[config.mk]
export PLATFORM = sky130hd
export DESIGN_NAME = diff_drive_odometry
export DESIGN_NICKNAME = d
export VERILOG_FILES = /design/src/rtl/ddo_pkg.sv /design/src/rtl/diff_drive_odometry.sv /design/src/rtl/ddo_muldiv.sv /design/src/rtl/ddo_cordic.sv
export SDC_FILE = /design/constraint.sdc
export NUM_CORES = 2
export LEC_CHECK = 0
export BUFFER_PORTS_ARGS = -buffer_cell sky130_fd_sc_hd__buf_2
export CAP_MARGIN = 0
export CORE_UTILIZATION = 45
export CTS_CLUSTER_SIZE = 14
export DETAILED_ROUTE_END_ITERATION = 7
export PLACE_DENSITY_LB_ADDON = 0.12
export SLEW_MARGIN = 5
export SYNTH_ARGS = -nofsm -noshare
export SYNTH_HDL_FRONTEND = slang
export SYNTH_HIERARCHICAL = 1
export SYNTH_SLANG_ARGS = --single-unit
export TNS_END_PERCENT = 30
[constraint.sdc]
create_clock -name clk -period 16 [get_ports clk]
set_input_delay 1.6 -clock clk [delete_from_list [all_inputs] [get_ports clk]]
set_output_delay 1.6 -clock clk [all_outputs]
set_load 0.05 [all_outputs]
[src/rtl/ddo_pkg.sv]
// package: payload types, fixed widths, constants and helpers for the odometry block
package ddo_pkg;

  localparam int TICK_BITS = 14;
  localparam int MD_W = 80;
  localparam int MD_NW = $clog2(MD_W + 1);
  localparam int CS_W = 33;
  localparam int CZ_W = 26;
  localparam int ATAN_IDX_W = 5;
  localparam int SUM_W = 52;

  localparam logic [MD_W-1:0] HALF_K = 80'd87496355274;
  localparam logic [MD_W-1:0] RADIUS_LIMIT = 80'd70368744177663;
  localparam logic signed [CS_W-1:0] CORDIC_GAIN = 33'sd652032875;
  localparam logic [15:0] HEADING_RESET = 16'd49152;
  localparam logic [15:0] QUARTER_TURN = 16'd16384;

  localparam logic [1:0] OP_MOVE = 2'd0;
  localparam logic [1:0] OP_LEFT = 2'd1;
  localparam logic [1:0] OP_RIGHT = 2'd2;

  localparam logic [1:0] REG_TPI = 2'd0;
  localparam logic [1:0] REG_WB = 2'd1;
  localparam logic [1:0] REG_AO = 2'd2;

  typedef struct packed {
    logic [1:0] op;
    logic [TICK_BITS-1:0] left_ticks;
    logic [TICK_BITS-1:0] right_ticks;
  } ddo_in_t;

  typedef struct packed {
    logic signed [31:0] x_pos;
    logic signed [31:0] y_pos;
    logic [15:0] heading;
  } ddo_out_t;

  typedef struct packed {
    logic start;
    logic is_div;
  } md_ctl_t;

  typedef enum logic [4:0] {
    S_IDLE, S_TW_GO, S_TW_W, S_HN_GO, S_HN_W, S_HD_GO, S_HD_W,
    S_RN_GO, S_RN_W, S_RD_GO, S_RD_W, S_C1_GO, S_C1_W, S_CH_GO, S_CH_W,
    S_C2_GO, S_C2_W, S_DX_GO, S_DX_W, S_DY_GO, S_DY_W, S_DONE
  } state_t;

  function automatic logic signed [CZ_W-1:0] atan_val(input logic [ATAN_IDX_W-1:0] idx);
    logic signed [CZ_W-1:0] v;
    case (idx)
      5'd0: v = 26'sd2097152;
      5'd1: v = 26'sd1238021;
      5'd2: v = 26'sd654136;
      5'd3: v = 26'sd332050;
      5'd4: v = 26'sd166669;
      5'd5: v = 26'sd83416;
      5'd6: v = 26'sd41718;
      5'd7: v = 26'sd20860;
      5'd8: v = 26'sd10430;
      5'd9: v = 26'sd5215;
      5'd10: v = 26'sd2608;
      5'd11: v = 26'sd1304;
      5'd12: v = 26'sd652;
      5'd13: v = 26'sd326;
      5'd14: v = 26'sd163;
      5'd15: v = 26'sd81;
      5'd16: v = 26'sd41;
      5'd17: v = 26'sd20;
      5'd18: v = 26'sd10;
      5'd19: v = 26'sd5;
      5'd20: v = 26'sd3;
      5'd21: v = 26'sd1;
      5'd22: v = 26'sd1;
      default: v = 26'sd0;
    endcase
    return v;
  endfunction

  function automatic logic signed [31:0] sat32(input logic signed [SUM_W-1:0] v);
    logic signed [31:0] r;
    if (v > 52'sd2147483647) begin
      r = 32'sh7fffffff;
    end else if (v < -52'sd2147483648) begin
      r = 32'sh80000000;
    end else begin
      r = v[31:0];
    end
    return r;
  endfunction

endpackage

[src/rtl/diff_drive_odometry.sv]
// top level: odometry sequencer, configuration registers and result register
// a quarter turn or unused op goes from idle straight to the result state
// a move makes eight passes of the bit-serial multiply/divide unit
// (two 80-bit divisions, six products of 8 to 32 bits) and two cordic runs
// one transaction is worked at a time; input ready only while the sequencer is idle
// synchronous active-low reset: registers to defaults, position 8.0, 8.0, heading 49152
module diff_drive_odometry import ddo_pkg::*; #(
  parameter int FRAC_BITS = 16,
  parameter int CORDIC_STEPS = 16
) (
  input  logic clk,
  input  logic rst_n,
  input  logic in_valid,
  output logic in_ready,
  input  ddo_in_t in_data,
  output logic out_valid,
  input  logic out_ready,
  output ddo_out_t out_data,
  input  logic cfg_we,
  input  logic [1:0] cfg_index,
  input  logic [15:0] cfg_wdata
);

  localparam int RSH = FRAC_BITS - 8;

  state_t state_r, state_nxt;
  logic [7:0] tpi_r;
  logic [15:0] wb_r, ao_r;
  logic signed [31:0] x_r, y_r;
  logic [15:0] hd_r, h_r;
  logic [TICK_BITS-1:0] diff_r, mn_r;
  logic left_r;
  logic [23:0] tw_r;
  logic [MD_W-1:0] num_r;
  logic [45:0] rq_r;
  logic [49:0] chord_r;
  logic chord_neg_r;
  logic sp_neg_r, cp_neg_r;
  logic [31:0] sp_mag_r, cp_mag_r;
  logic out_valid_r;
  ddo_out_t out_data_r;

  md_ctl_t md_ctl;
  logic [MD_W-1:0] md_a, md_b, md_res;
  logic [MD_NW-1:0] md_n;
  logic md_busy, md_done;
  logic cs_start, cs_busy, cs_done;
  logic [15:0] cs_ang;
  logic signed [CS_W-1:0] cs_sin, cs_cos;

  logic [7:0] tpi_e;
  logic [15:0] wb_e;
  logic [TICK_BITS-1:0] lt, rt, df;
  logic [MD_W-1:0] rsum;
  logic [49:0] pm;
  logic signed [SUM_W-1:0] pm_s, dd;
  logic [31:0] sh_mag;
  logic in_acc, out_load;

  assign tpi_e = (tpi_r == 8'd0) ? 8'd1 : tpi_r;
  assign wb_e = (wb_r == 16'd0) ? 16'd1 : wb_r;
  assign lt = in_data.left_ticks;
  assign rt = in_data.right_ticks;
  assign df = (lt > rt) ? lt - rt : rt - lt;
  assign in_ready = (state_r == S_IDLE);
  assign in_acc = in_valid && in_ready;
  assign out_load = (state_r == S_DONE) && (!out_valid_r || out_ready);
  assign rsum = md_res + (MD_W'(ao_r) << RSH);
  assign pm = md_res[79:30];
  assign pm_s = SUM_W'(signed'({1'b0, pm}));
  assign sh_mag = cs_sin[CS_W-1] ? 32'(-cs_sin) : 32'(cs_sin);

  ddo_muldiv u_md (
    .clk(clk), .rst_n(rst_n), .ctl(md_ctl), .a(md_a), .b(md_b), .n(md_n),
    .busy(md_busy), .done(md_done), .res(md_res)
  );

  ddo_cordic #(.STEPS(CORDIC_STEPS)) u_cs (
    .clk(clk), .rst_n(rst_n), .start(cs_start), .ang(cs_ang),
    .busy(cs_busy), .done(cs_done), .sin_o(cs_sin), .cos_o(cs_cos)
  );

  always_comb begin
    state_nxt = state_r;
    case (state_r)
      S_IDLE: if (in_acc) state_nxt = (in_data.op == OP_MOVE) ? S_TW_GO : S_DONE;
      S_TW_GO: state_nxt = S_TW_W;
      S_TW_W: if (md_done) state_nxt = S_HN_GO;
      S_HN_GO: state_nxt = S_HN_W;
      S_HN_W: if (md_done) state_nxt = S_HD_GO;
      S_HD_GO: state_nxt = S_HD_W;
      S_HD_W: if (md_done) state_nxt = S_RN_GO;
      S_RN_GO: state_nxt = S_RN_W;
      S_RN_W: if (md_done) state_nxt = S_RD_GO;
      S_RD_GO: state_nxt = S_RD_W;
      S_RD_W: if (md_done) state_nxt = S_C1_GO;
      S_C1_GO: state_nxt = S_C1_W;
      S_C1_W: if (cs_done) state_nxt = S_CH_GO;
      S_CH_GO: state_nxt = S_CH_W;
      S_CH_W: if (md_done) state_nxt = S_C2_GO;
      S_C2_GO: state_nxt = S_C2_W;
      S_C2_W: if (cs_done) state_nxt = S_DX_GO;
      S_DX_GO: state_nxt = S_DX_W;
      S_DX_W: if (md_done) state_nxt = S_DY_GO;
      S_DY_GO: state_nxt = S_DY_W;
      S_DY_W: if (md_done) state_nxt = S_DONE;
      S_DONE: if (out_load) state_nxt = S_IDLE;
      default: state_nxt = S_IDLE;
    endcase
  end

  always_comb begin
    md_ctl = '0;
    md_a = '0;
    md_b = '0;
    md_n = '0;
    cs_start = 1'b0;
    cs_ang = h_r;
    case (state_r)
      S_TW_GO: begin
        md_ctl.start = 1'b1;
        md_a = MD_W'(wb_e);
        md_b = MD_W'(tpi_e);
        md_n = MD_NW'(8);
      end
      S_HN_GO: begin
        md_ctl.start = 1'b1;
        md_a = HALF_K;
        md_b = MD_W'(diff_r);
        md_n = MD_NW'(TICK_BITS);
      end
      S_HD_GO: begin
        md_ctl.start = 1'b1;
        md_ctl.is_div = 1'b1;
        md_a = num_r;
        md_b = MD_W'(tw_r) << 16;
        md_n = MD_NW'(MD_W);
      end
      S_RN_GO: begin
        md_ctl.start = 1'b1;
        md_a = MD_W'(wb_e);
        md_b = MD_W'(mn_r);
        md_n = MD_NW'(TICK_BITS);
      end
      S_RD_GO: begin
        md_ctl.start = 1'b1;
        md_ctl.is_div = 1'b1;
        md_a = num_r;
        md_b = MD_W'(diff_r);
        md_n = MD_NW'(MD_W);
      end
      S_C1_GO: begin
        cs_start = 1'b1;
        cs_ang = h_r;
      end
      S_CH_GO: begin
        md_ctl.start = 1'b1;
        md_a = MD_W'(rq_r);
        md_b = MD_W'(sp_mag_r);
        md_n = MD_NW'(32);
      end
      S_C2_GO: begin
        cs_start = 1'b1;
        cs_ang = left_r ? hd_r + h_r : hd_r - h_r;
      end
      S_DX_GO: begin
        md_ctl.start = 1'b1;
        md_a = MD_W'(chord_r);
        md_b = MD_W'(sp_mag_r);
        md_n = MD_NW'(32);
      end
      S_DY_GO: begin
        md_ctl.start = 1'b1;
        md_a = MD_W'(chord_r);
        md_b = MD_W'(cp_mag_r);
        md_n = MD_NW'(32);
      end
      default: begin
        md_ctl = '0;
      end
    endcase
  end

  always_comb begin
    dd = pm_s;
    if (state_r == S_DX_W) begin
      dd = (chord_neg_r ^ sp_neg_r) ? pm_s : -pm_s;
    end else begin
      dd = (chord_neg_r ^ cp_neg_r) ? -pm_s : pm_s;
    end
  end

  always_ff @(posedge clk) begin
    if (!rst_n) begin
      state_r <= S_IDLE;
      tpi_r <= 8'd25;
      wb_r <= 16'd1600;
      ao_r <= 16'd832;
      x_r <= 32'(8 << FRAC_BITS);
      y_r <= 32'(8 << FRAC_BITS);
      hd_r <= HEADING_RESET;
      out_valid_r <= 1'b0;
    end else begin
      state_r <= state_nxt;
      if (cfg_we) begin
        case (cfg_index)
          REG_TPI: tpi_r <= cfg_wdata[7:0];
          REG_WB: wb_r <= cfg_wdata;
          REG_AO: ao_r <= cfg_wdata;
          default: tpi_r <= tpi_r;
        endcase
      end
      if (in_acc) begin
        case (in_data.op)
          OP_LEFT: hd_r <= hd_r + QUARTER_TURN;
          OP_RIGHT: hd_r <= hd_r - QUARTER_TURN;
          default: hd_r <= hd_r;
        endcase
      end
      if (state_r == S_DX_W && md_done) begin
        x_r <= sat32(SUM_W'(x_r) + dd);
      end
      if (state_r == S_DY_W && md_done) begin
        y_r <= sat32(SUM_W'(y_r) + dd);
        hd_r <= left_r ? hd_r + {h_r[14:0], 1'b0} : hd_r - {h_r[14:0], 1'b0};
      end
      if (out_load) begin
        out_valid_r <= 1'b1;
      end else if (out_ready) begin
        out_valid_r <= 1'b0;
      end
    end
  end

  always_ff @(posedge clk) begin
    if (in_acc) begin
      diff_r <= (df == '0) ? TICK_BITS'(1) : df;
      mn_r <= (lt < rt) ? lt : rt;
      left_r <= lt < rt;
    end
    if (state_r == S_TW_W && md_done) tw_r <= md_res[23:0];
    if (state_r == S_HN_W && md_done) num_r <= md_res + (MD_W'(tw_r) << 15);
    if (state_r == S_HD_W && md_done) h_r <= md_res[15:0];
    if (state_r == S_RN_W && md_done) num_r <= md_res << RSH;
    if (state_r == S_RD_W && md_done) begin
      rq_r <= (rsum > RADIUS_LIMIT) ? RADIUS_LIMIT[45:0] : rsum[45:0];
    end
    if (state_r == S_C1_W && cs_done) begin
      sp_mag_r <= sh_mag;
      sp_neg_r <= cs_sin[CS_W-1];
    end
    if (state_r == S_CH_W && md_done) begin
      chord_r <= md_res[78:29];
      chord_neg_r <= sp_neg_r;
    end
    if (state_r == S_C2_W && cs_done) begin
      sp_mag_r <= sh_mag;
      sp_neg_r <= cs_sin[CS_W-1];
      cp_mag_r <= cs_cos[CS_W-1] ? 32'(-cs_cos) : 32'(cs_cos);
      cp_neg_r <= cs_cos[CS_W-1];
    end
    if (out_load) begin
      out_data_r.x_pos <= x_r;
      out_data_r.y_pos <= y_r;
      out_data_r.heading <= hd_r;
    end
  end

  assign out_valid = out_valid_r;
  assign out_data = out_data_r;

`ifndef NO_ASSERTIONS
  a_md_idle: assert property (@(posedge clk) disable iff (!rst_n)
    md_ctl.start |-> !md_busy) else $error("multiply/divide started while busy");
  a_cs_idle: assert property (@(posedge clk) disable iff (!rst_n)
    cs_start |-> !cs_busy) else $error("cordic started while busy");
  a_turn_fast: assert property (@(posedge clk) disable iff (!rst_n)
    (in_acc && in_data.op != OP_MOVE) |=> state_r == S_DONE)
    else $error("non-move transaction did not go straight to result");
  a_x_upd: assert property (@(posedge clk) disable iff (!rst_n)
    ($past(rst_n) && !$stable(x_r)) |-> $past(state_r) == S_DX_W)
    else $error("x position changed outside its update step");
  a_no_lost: assert property (@(posedge clk) disable iff (!rst_n)
    (out_valid_r && !out_ready) |-> !out_load)
    else $error("result overwritten before delivery");
`endif

endmodule

[src/rtl/ddo_muldiv.sv]
// shared shift-add multiplier and restoring divider, one bit per cycle
module ddo_muldiv import ddo_pkg::*; (
  input  logic clk,
  input  logic rst_n,
  input  md_ctl_t ctl,
  input  logic [MD_W-1:0] a,
  input  logic [MD_W-1:0] b,
  input  logic [MD_NW-1:0] n,
  output logic busy,
  output logic done,
  output logic [MD_W-1:0] res
);

  logic busy_r, done_r, is_div_r;
  logic [MD_NW-1:0] cnt_r, n_r;
  logic [MD_W-1:0] acc_r, ma_r, mb_r;
  logic [MD_W:0] t;
  logic [MD_W+1:0] sub;

  assign t = {acc_r, ma_r[MD_W-1]};
  assign sub = {1'b0, t} - {2'b00, mb_r};

  always_ff @(posedge clk) begin
    if (!rst_n) begin
      busy_r <= 1'b0;
      done_r <= 1'b0;
    end else begin
      done_r <= 1'b0;
      if (ctl.start) begin
        busy_r <= 1'b1;
      end else if (busy_r && cnt_r == n_r - MD_NW'(1)) begin
        busy_r <= 1'b0;
        done_r <= 1'b1;
      end
    end
  end

  always_ff @(posedge clk) begin
    if (ctl.start) begin
      is_div_r <= ctl.is_div;
      n_r <= n;
      cnt_r <= '0;
      acc_r <= '0;
      ma_r <= a;
      mb_r <= b;
    end else if (busy_r) begin
      cnt_r <= cnt_r + MD_NW'(1);
      if (is_div_r) begin
        if (!sub[MD_W+1]) begin
          acc_r <= sub[MD_W-1:0];
          ma_r <= {ma_r[MD_W-2:0], 1'b1};
        end else begin
          acc_r <= t[MD_W-1:0];
          ma_r <= {ma_r[MD_W-2:0], 1'b0};
        end
      end else begin
        if (mb_r[0]) begin
          acc_r <= acc_r + ma_r;
        end
        ma_r <= {ma_r[MD_W-2:0], 1'b0};
        mb_r <= {1'b0, mb_r[MD_W-1:1]};
      end
    end
  end

  assign busy = busy_r;
  assign done = done_r;
  assign res = is_div_r ? ma_r : acc_r;

endmodule

[src/rtl/ddo_cordic.sv]
// iterative rotation-mode cordic for sine and cosine of a binary angle
module ddo_cordic import ddo_pkg::*; #(
  parameter int STEPS = 16
) (
  input  logic clk,
  input  logic rst_n,
  input  logic start,
  input  logic [15:0] ang,
  output logic busy,
  output logic done,
  output logic signed [CS_W-1:0] sin_o,
  output logic signed [CS_W-1:0] cos_o
);

  localparam int CNT_W = $clog2(STEPS);

  logic busy_r, done_r, flip_r;
  logic [CNT_W-1:0] cnt_r;
  logic signed [CS_W-1:0] x_r, y_r;
  logic signed [CZ_W-1:0] z_r;
  logic flip;
  logic [15:0] a_f, a_q;
  logic signed [CS_W-1:0] sx, sy;
  logic signed [CZ_W-1:0] at;

  assign a_q = ang + QUARTER_TURN;
  assign flip = a_q[15];
  assign a_f = flip ? {~ang[15], ang[14:0]} : ang;
  assign sx = y_r >>> cnt_r;
  assign sy = x_r >>> cnt_r;
  assign at = atan_val(ATAN_IDX_W'(cnt_r));

  always_ff @(posedge clk) begin
    if (!rst_n) begin
      busy_r <= 1'b0;
      done_r <= 1'b0;
    end else begin
      done_r <= 1'b0;
      if (start) begin
        busy_r <= 1'b1;
      end else if (busy_r && cnt_r == CNT_W'(STEPS - 1)) begin
        busy_r <= 1'b0;
        done_r <= 1'b1;
      end
    end
  end

  always_ff @(posedge clk) begin
    if (start) begin
      flip_r <= flip;
      cnt_r <= '0;
      x_r <= CORDIC_GAIN;
      y_r <= '0;
      z_r <= {{(CZ_W-24){a_f[15]}}, a_f, 8'd0};
    end else if (busy_r) begin
      cnt_r <= cnt_r + CNT_W'(1);
      if (!z_r[CZ_W-1]) begin
        x_r <= x_r - sx;
        y_r <= y_r + sy;
        z_r <= z_r - at;
      end else begin
        x_r <= x_r + sx;
        y_r <= y_r - sy;
        z_r <= z_r + at;
      end
    end
  end

  assign busy = busy_r;
  assign done = done_r;
  assign sin_o = flip_r ? -y_r : y_r;
  assign cos_o = flip_r ? -x_r : x_r;

endmodule
Word level (Yosys, flattened, before mapping)
Memories as Yosys holds them, arrays and structs flattened. A register that Yosys moved wholly into a read port is not among the register bits.
Cells that the tools add are included.
Word-level totals
  input bits: 53
  register bits: 874
  memories: 1
  ROM bits: 352
  logic and storage cells: 248
  output and inout port bits: 82
Cells by class
  reduce and logical (&&, ||, !) cells: 50
  shift operators: 2
  add/sub/neg operators: 29
  equal/unequal tests: 40
  mux-type cells: 74
  bitwise logic cells: 4
  magnitude comparators: 7
Memories
  (no name shown): depth 16, width 22, read ports 1, clocked after Yosys merged registers in 1, write ports 0, line ddo_pkg.sv:51  | case (idx)
Operators with widths (number)
  two-way mux 80 bit: 11
  case mux 80 bit (5 select lines): 1
  two-way mux 32 bit: 8
  case mux 40 bit (6 select lines): 1
  two-way mux 52 bit: 3
  two-way mux 33 bit: 4
  two-way mux 16 bit: 7
  case mux 5 bit (22 select lines): 1
  adder 32 x 52 -> 52 bit: 2
  greater-than comparator 52 x 32 -> 1 bit, second input constant: 2
  less-than comparator 52 x 32 -> 1 bit, second input constant: 2
  subtractor 81 x 80 -> 82 bit: 1
  adder 80 x 24 -> 80 bit: 1
  adder 80 x 39 -> 80 bit: 1
  adder 80 bit: 1
  greater-than comparator 80 x 46 -> 1 bit, second input constant: 1
  two-way mux 26 bit: 3
  adder 33 bit: 2
  negation 33 bit: 2
  >>> shifter 33 x 4 -> 33 bit: 2
  subtractor 33 bit: 2
  two-way mux 5 bit: 13
  negation 32 bit: 2
  negation 50 -> 52 bit: 1
  other kinds (46): 132

Longest topological paths before layout
  depth after elaboration: 8
  gate-level depth with buffers: 31
  gate-level depth less buffers: 26

Cells and area by module
The synthesis kept the hierarchy.
Modules (own cells, without submodules)
  diff_drive_odometry: seq. area each 14163.6 um^2, area each 36191.0 um^2, cells an instance 4052, times used 1
  ddo_muldiv: seq. area each 6826.5 um^2, area each 22212.6 um^2, cells an instance 2676, times used 1
  ddo_cordic: seq. area each 2612.5 um^2, area each 15812.7 um^2, cells an instance 1998, times used 1

Worst setup path before layout
No wires, ideal clock.
  kind: flip-flop to flip-flop
  start point: register u_md.is_div_r
  end point: register x_r[10] (netlist name)
  required time: 15.930 ns
  path buffers: 6
  library setup time: 0.070 ns
  slack: 9.228 ns
  stages on the path, launching flop included: 29
  arrival: 6.703 ns
  clock period less this slack: 6.772 ns
  path through: edfxtp_1 -> buf_2 -> clkbuf_1 -> clkbuf_1 -> mux2_2 -> buf_6 -> or4_4 -> or3_4 -> or3_1 -> nor2_1 -> nand2_1 -> or3_1 -> o21ai_0 -> nand2_1 -> xor2_1 -> ha_1 -> clkbuf_1 -> nand2_1 -> nor3_1 -> nand2_1 -> a2111o_1 -> and3_1 -> nor3_1 -> nand3_1 -> nor4_1 -> a31o_2 -> clkbuf_1 -> nand2_1 -> a21oi_1
RTL lines
  start: declaration: line ddo_muldiv.sv:14  | logic busy_r, done_r, is_div_r;
  start signal: assignment: line ddo_muldiv.sv:40  | is_div_r <= ctl.is_div;

==> run_results.csv <==
group,metric,value,unit
timing,maxSlewHeadroom,12.5,%
global_routing,grt_pass1_vias,63700,
pwr,cellPowerDensity,168,nW/µm²
die,die_w,408,µm
detailed_routing,viasPerCell,6.10,
global_routing,grt_overflow,0,
final_layout,drive_above_1_share,8.92,%
final_layout,fill_cells,15900,
timing,holdWs,0.459,ns
die,core_area,163000,µm²
timing,rsz0062_at_grt,"no",
global_routing,antenna_found_initial,8,
clocking,cts_root_buffer,"clkbuf_16",
clocking,ctsHtreeMaxLevel,3,
clocking,clkLatencyLatePin,0.77,ns
synth,synth_top_area_share,23.1,%
synth,syn_inst,8726,
synth,synth_area_leader_cell,"edfxtp_1",
die,fp-row-count,148,
clocking,cts_hold_buf,0,
critical_path,critPathMaxFanout,53,
critical_path,path_class,"reg2reg",
synth,yosys.cell_types.count,116,
timing,fin_skew,0.0608,ns
place,portBuffers,133,
timing,tightestPinTransition,1.30,ns
final_layout,stdcell_count,10800,
hold_path,hold_class,"reg2reg",
place,dpl.cell_count,10600,
critical_path,path_cells,"buf_4 > buf_4 > buf_4 > mux2_2 > or4_1 > nor4_2 > nand2_1 > nor2_1 > nand2_1 > or3_1 > o21ai_0 > xnor2_1 > ha_1 > and2_0 > nand4_1 > o211ai_1 > a41o_1 > or4b_1 > o211a_1 > or3_1 > nor3_1 > nand4b_1 > nand2_1 > a21oi_1",
job,maxCapViolCount,0,
synth,synth_flop_cell,"edfxtp_1",
pwr,power.leakage,31.2,nW
die,dieArea,167000,µm²
synth,synthTopCellsByArea,"edfxtp_1 (23%), dfxtp_1 (8.7%), ha_1 (8.1%), xnor2_1 (5.6%), nand2_1 (5.3%)",
status,status,"finished, final reports clean",
timing,period_share,55.6,%
global_routing,grt_max_degree,137,
critical_path,cp-end-kind,"register",
global_routing,grt_use_total,29.9,%
timing,drv_slew,0,
timing,hold_violations,0,
die,die_h,408,µm
detailed_routing,dr_total_vias,66000,
detailed_routing,wire_per_inst,23.8,µm
detailed_routing,routed_wl,257000,µm
clocking,postCtsSetupRepairBufs,0,
final_layout,nets,9106,
synth,ys_ff_latch,894,
timing,finalSetupViolations,0,
synth,avgSynthCellArea,8.51,µm²
timing,fmax,112,MHz
clocking,cts_buffers,104,
critical_path,cp.arrival,9.45,ns
pwr,p_total,13.5,mW
global_routing,grt_pass1_wl,388000,µm
critical_path,cp-start-kind,"register",
place,gp_congestion,0.944,
detailed_routing,firstDrtPassIters,8,
timing,fin_setup_tns,0,ns
clocking,cts_tree,"built",
clocking,clockBufferDepth,3,
die,io_pins,135,
final_layout,fin_area,79900,µm²
place,place_area,76300,µm²
final_layout,synthToLayoutAreaGrowth,7.63,%
pwr,ir_drop,134,µV
critical_path,slowest_stage,"nand2_1",
critical_path,max_stage_delay,0.90,ns
timing,period_needed,8.90,ns
clocking,path_clk_slew,0.06,ns
synth,synthArstFlopShare,0,%
detailed_routing,drc,0,
clocking,clock-sinks,894,
critical_path,crit_buf_inv,3,
place,dp.final_hpwl,199000,µm
detailed_routing,drt_iter0_markers,6160,
synth,seq_area_frac_synth,31.8,%
die,start_util,45.4,%
clocking,post_cts_resize_count,0,
synth,synth_edf_count,570,
critical_path,path_delay_family,"simple AND/OR/NAND/NOR gates",
detailed_routing,ant_nets,0,
synth,ys.warnings.count,6,
critical_path,required,16.55,ns
synth,syn-cell-area,74200,µm²
## synth_stat cells (73+ instances only)
cell type / instances
a21oi_1: 721
nand2_1: 1055
nor3_1: 152
and2_1: 91
xnor2_1: 475
o31ai_1: 82
a21o_1: 207
a211oi_1: 73
edfxtp_1: 570
nand2b_1: 99
nor2_1: 585
xor2_1: 248
mux2i_1: 134
o21bai_1: 89
ha_1: 483
mux2_2: 209
dfxtp_1: 324
inv_1: 348
nand3_1: 159
nand4_1: 135
o21ai_0: 735
clkbuf_1: 394
## per-stage QoR
stage / setup slack (ns) / util, %
2_1_floorplan: 9.23 / -
3_3_place_gp: 7.35 / 46.7
3_5_place_dp: 7.19 / 46.7
4_1_cts: 7.13 / 48.9
5_1_grt: 6.37 / 48.9
6_report: 7.10 / 48.9
## worst paths after layout
path	startpoint	endpoint	slack, ns	cells after the start
worst max-delay path	u_md/is_div_r$_DFFE_PP_	y_r[30]$_SDFFE_PN0P_	7.10	24
worst min-delay path	num_r[5]$_SDFFE_PP0P_	num_r[5]$_SDFFE_PP0P_	0.46	2
worst max register to register	u_md/is_div_r$_DFFE_PP_	y_r[30]$_SDFFE_PN0P_	7.10	24
worst min register to register	num_r[5]$_SDFFE_PP0P_	num_r[5]$_SDFFE_PP0P_	0.46	2
## where the power goes
part / total (mW) / switching [mW] / internal [mW]
combinational: 7.51 / 4.78 / 2.73
clock: 2.47 / 1.07 / 1.40
sequential: 3.46 / 0.470 / 3.00
## per-layer routing
metal | up-vias | track usage, % | routed length [µm]
li1 | 31600 | - | -
met1 | 31700 | 37.6 | 106000
met2 | 2204 | 51.5 | 124000
met3 | 515 | 3.18 | 14000
met4 | 2 | 13.1 | 12800
met5 | - | 0 | 13
## cells in the final DEF (no fill, tap or decap), types with 67 or more instances in the layout
cell,n
mux2_2,209
xnor2_1,473
o21a_1,69
a31oi_1,71
o31ai_1,81
nand2b_1,99
nor3_1,149
nor2_1,576
xor2_1,247
edfxtp_1,570
buf_2,132
o21ai_0,734
clkbuf_16,105
inv_1,347
a21o_1,206
dfxtp_1,319
nand3_1,159
a21oi_1,719
and2_1,91
ha_1,483
mux2i_1,134
nand2_1,1054
o21bai_1,89
a211oi_1,73
o211ai_1,67
buf_4,87
nand4_1,135
## worst min-delay path, delay by kind of cell, from the launching register on
kind / cells / cell delay [ns]
AO/OA/AOI/OAI: 1 / 0.05
AND/OR/NAND/NOR: 1 / 0.05
flip-flops: 1 / 0.31
## flip-flops by register name, summed over array words and instances (netlist names), 26 cells and up
signal and flops:
chord_r 50, u_cs/y_r 33, u_md/acc_r 80, u_cs/z_r 26, u_md/ma_r 80, num_r 80, u_md/mb_r 80, sp_mag_r 32
rq_r 46, out_data 79, cp_mag_r 32, x_r 32, u_cs/x_r 33, y_r 32
## cell type report
cell class | instances | area [µm²] | share of cell area [%]
multi-input cells | 6983 | 47300 | 59.3
flip-flops and latches | 894 | 23600 | 29.6
clock buffers | 128 | 2770 | 3.47
well taps | 2175 | 2720 | 3.41
repair buffers | 220 | 1330 | 1.67
inverters | 353 | 1330 | 1.66
clock inverters | 67 | 741 | 0.927
diodes | 8 | 20.0 | 0.0251
## cells by family after synthesis
group / share of synthesized area (%)
fa+ha+maj: 8.52
other cells: 0.00505
simple gates: 17.3
mux: 6.50
compound gates: 22.5
flops: 31.8
buf+inv: 4.84
xor+xnor: 8.55
Note: power is estimated with default switching activity, not from simulation.
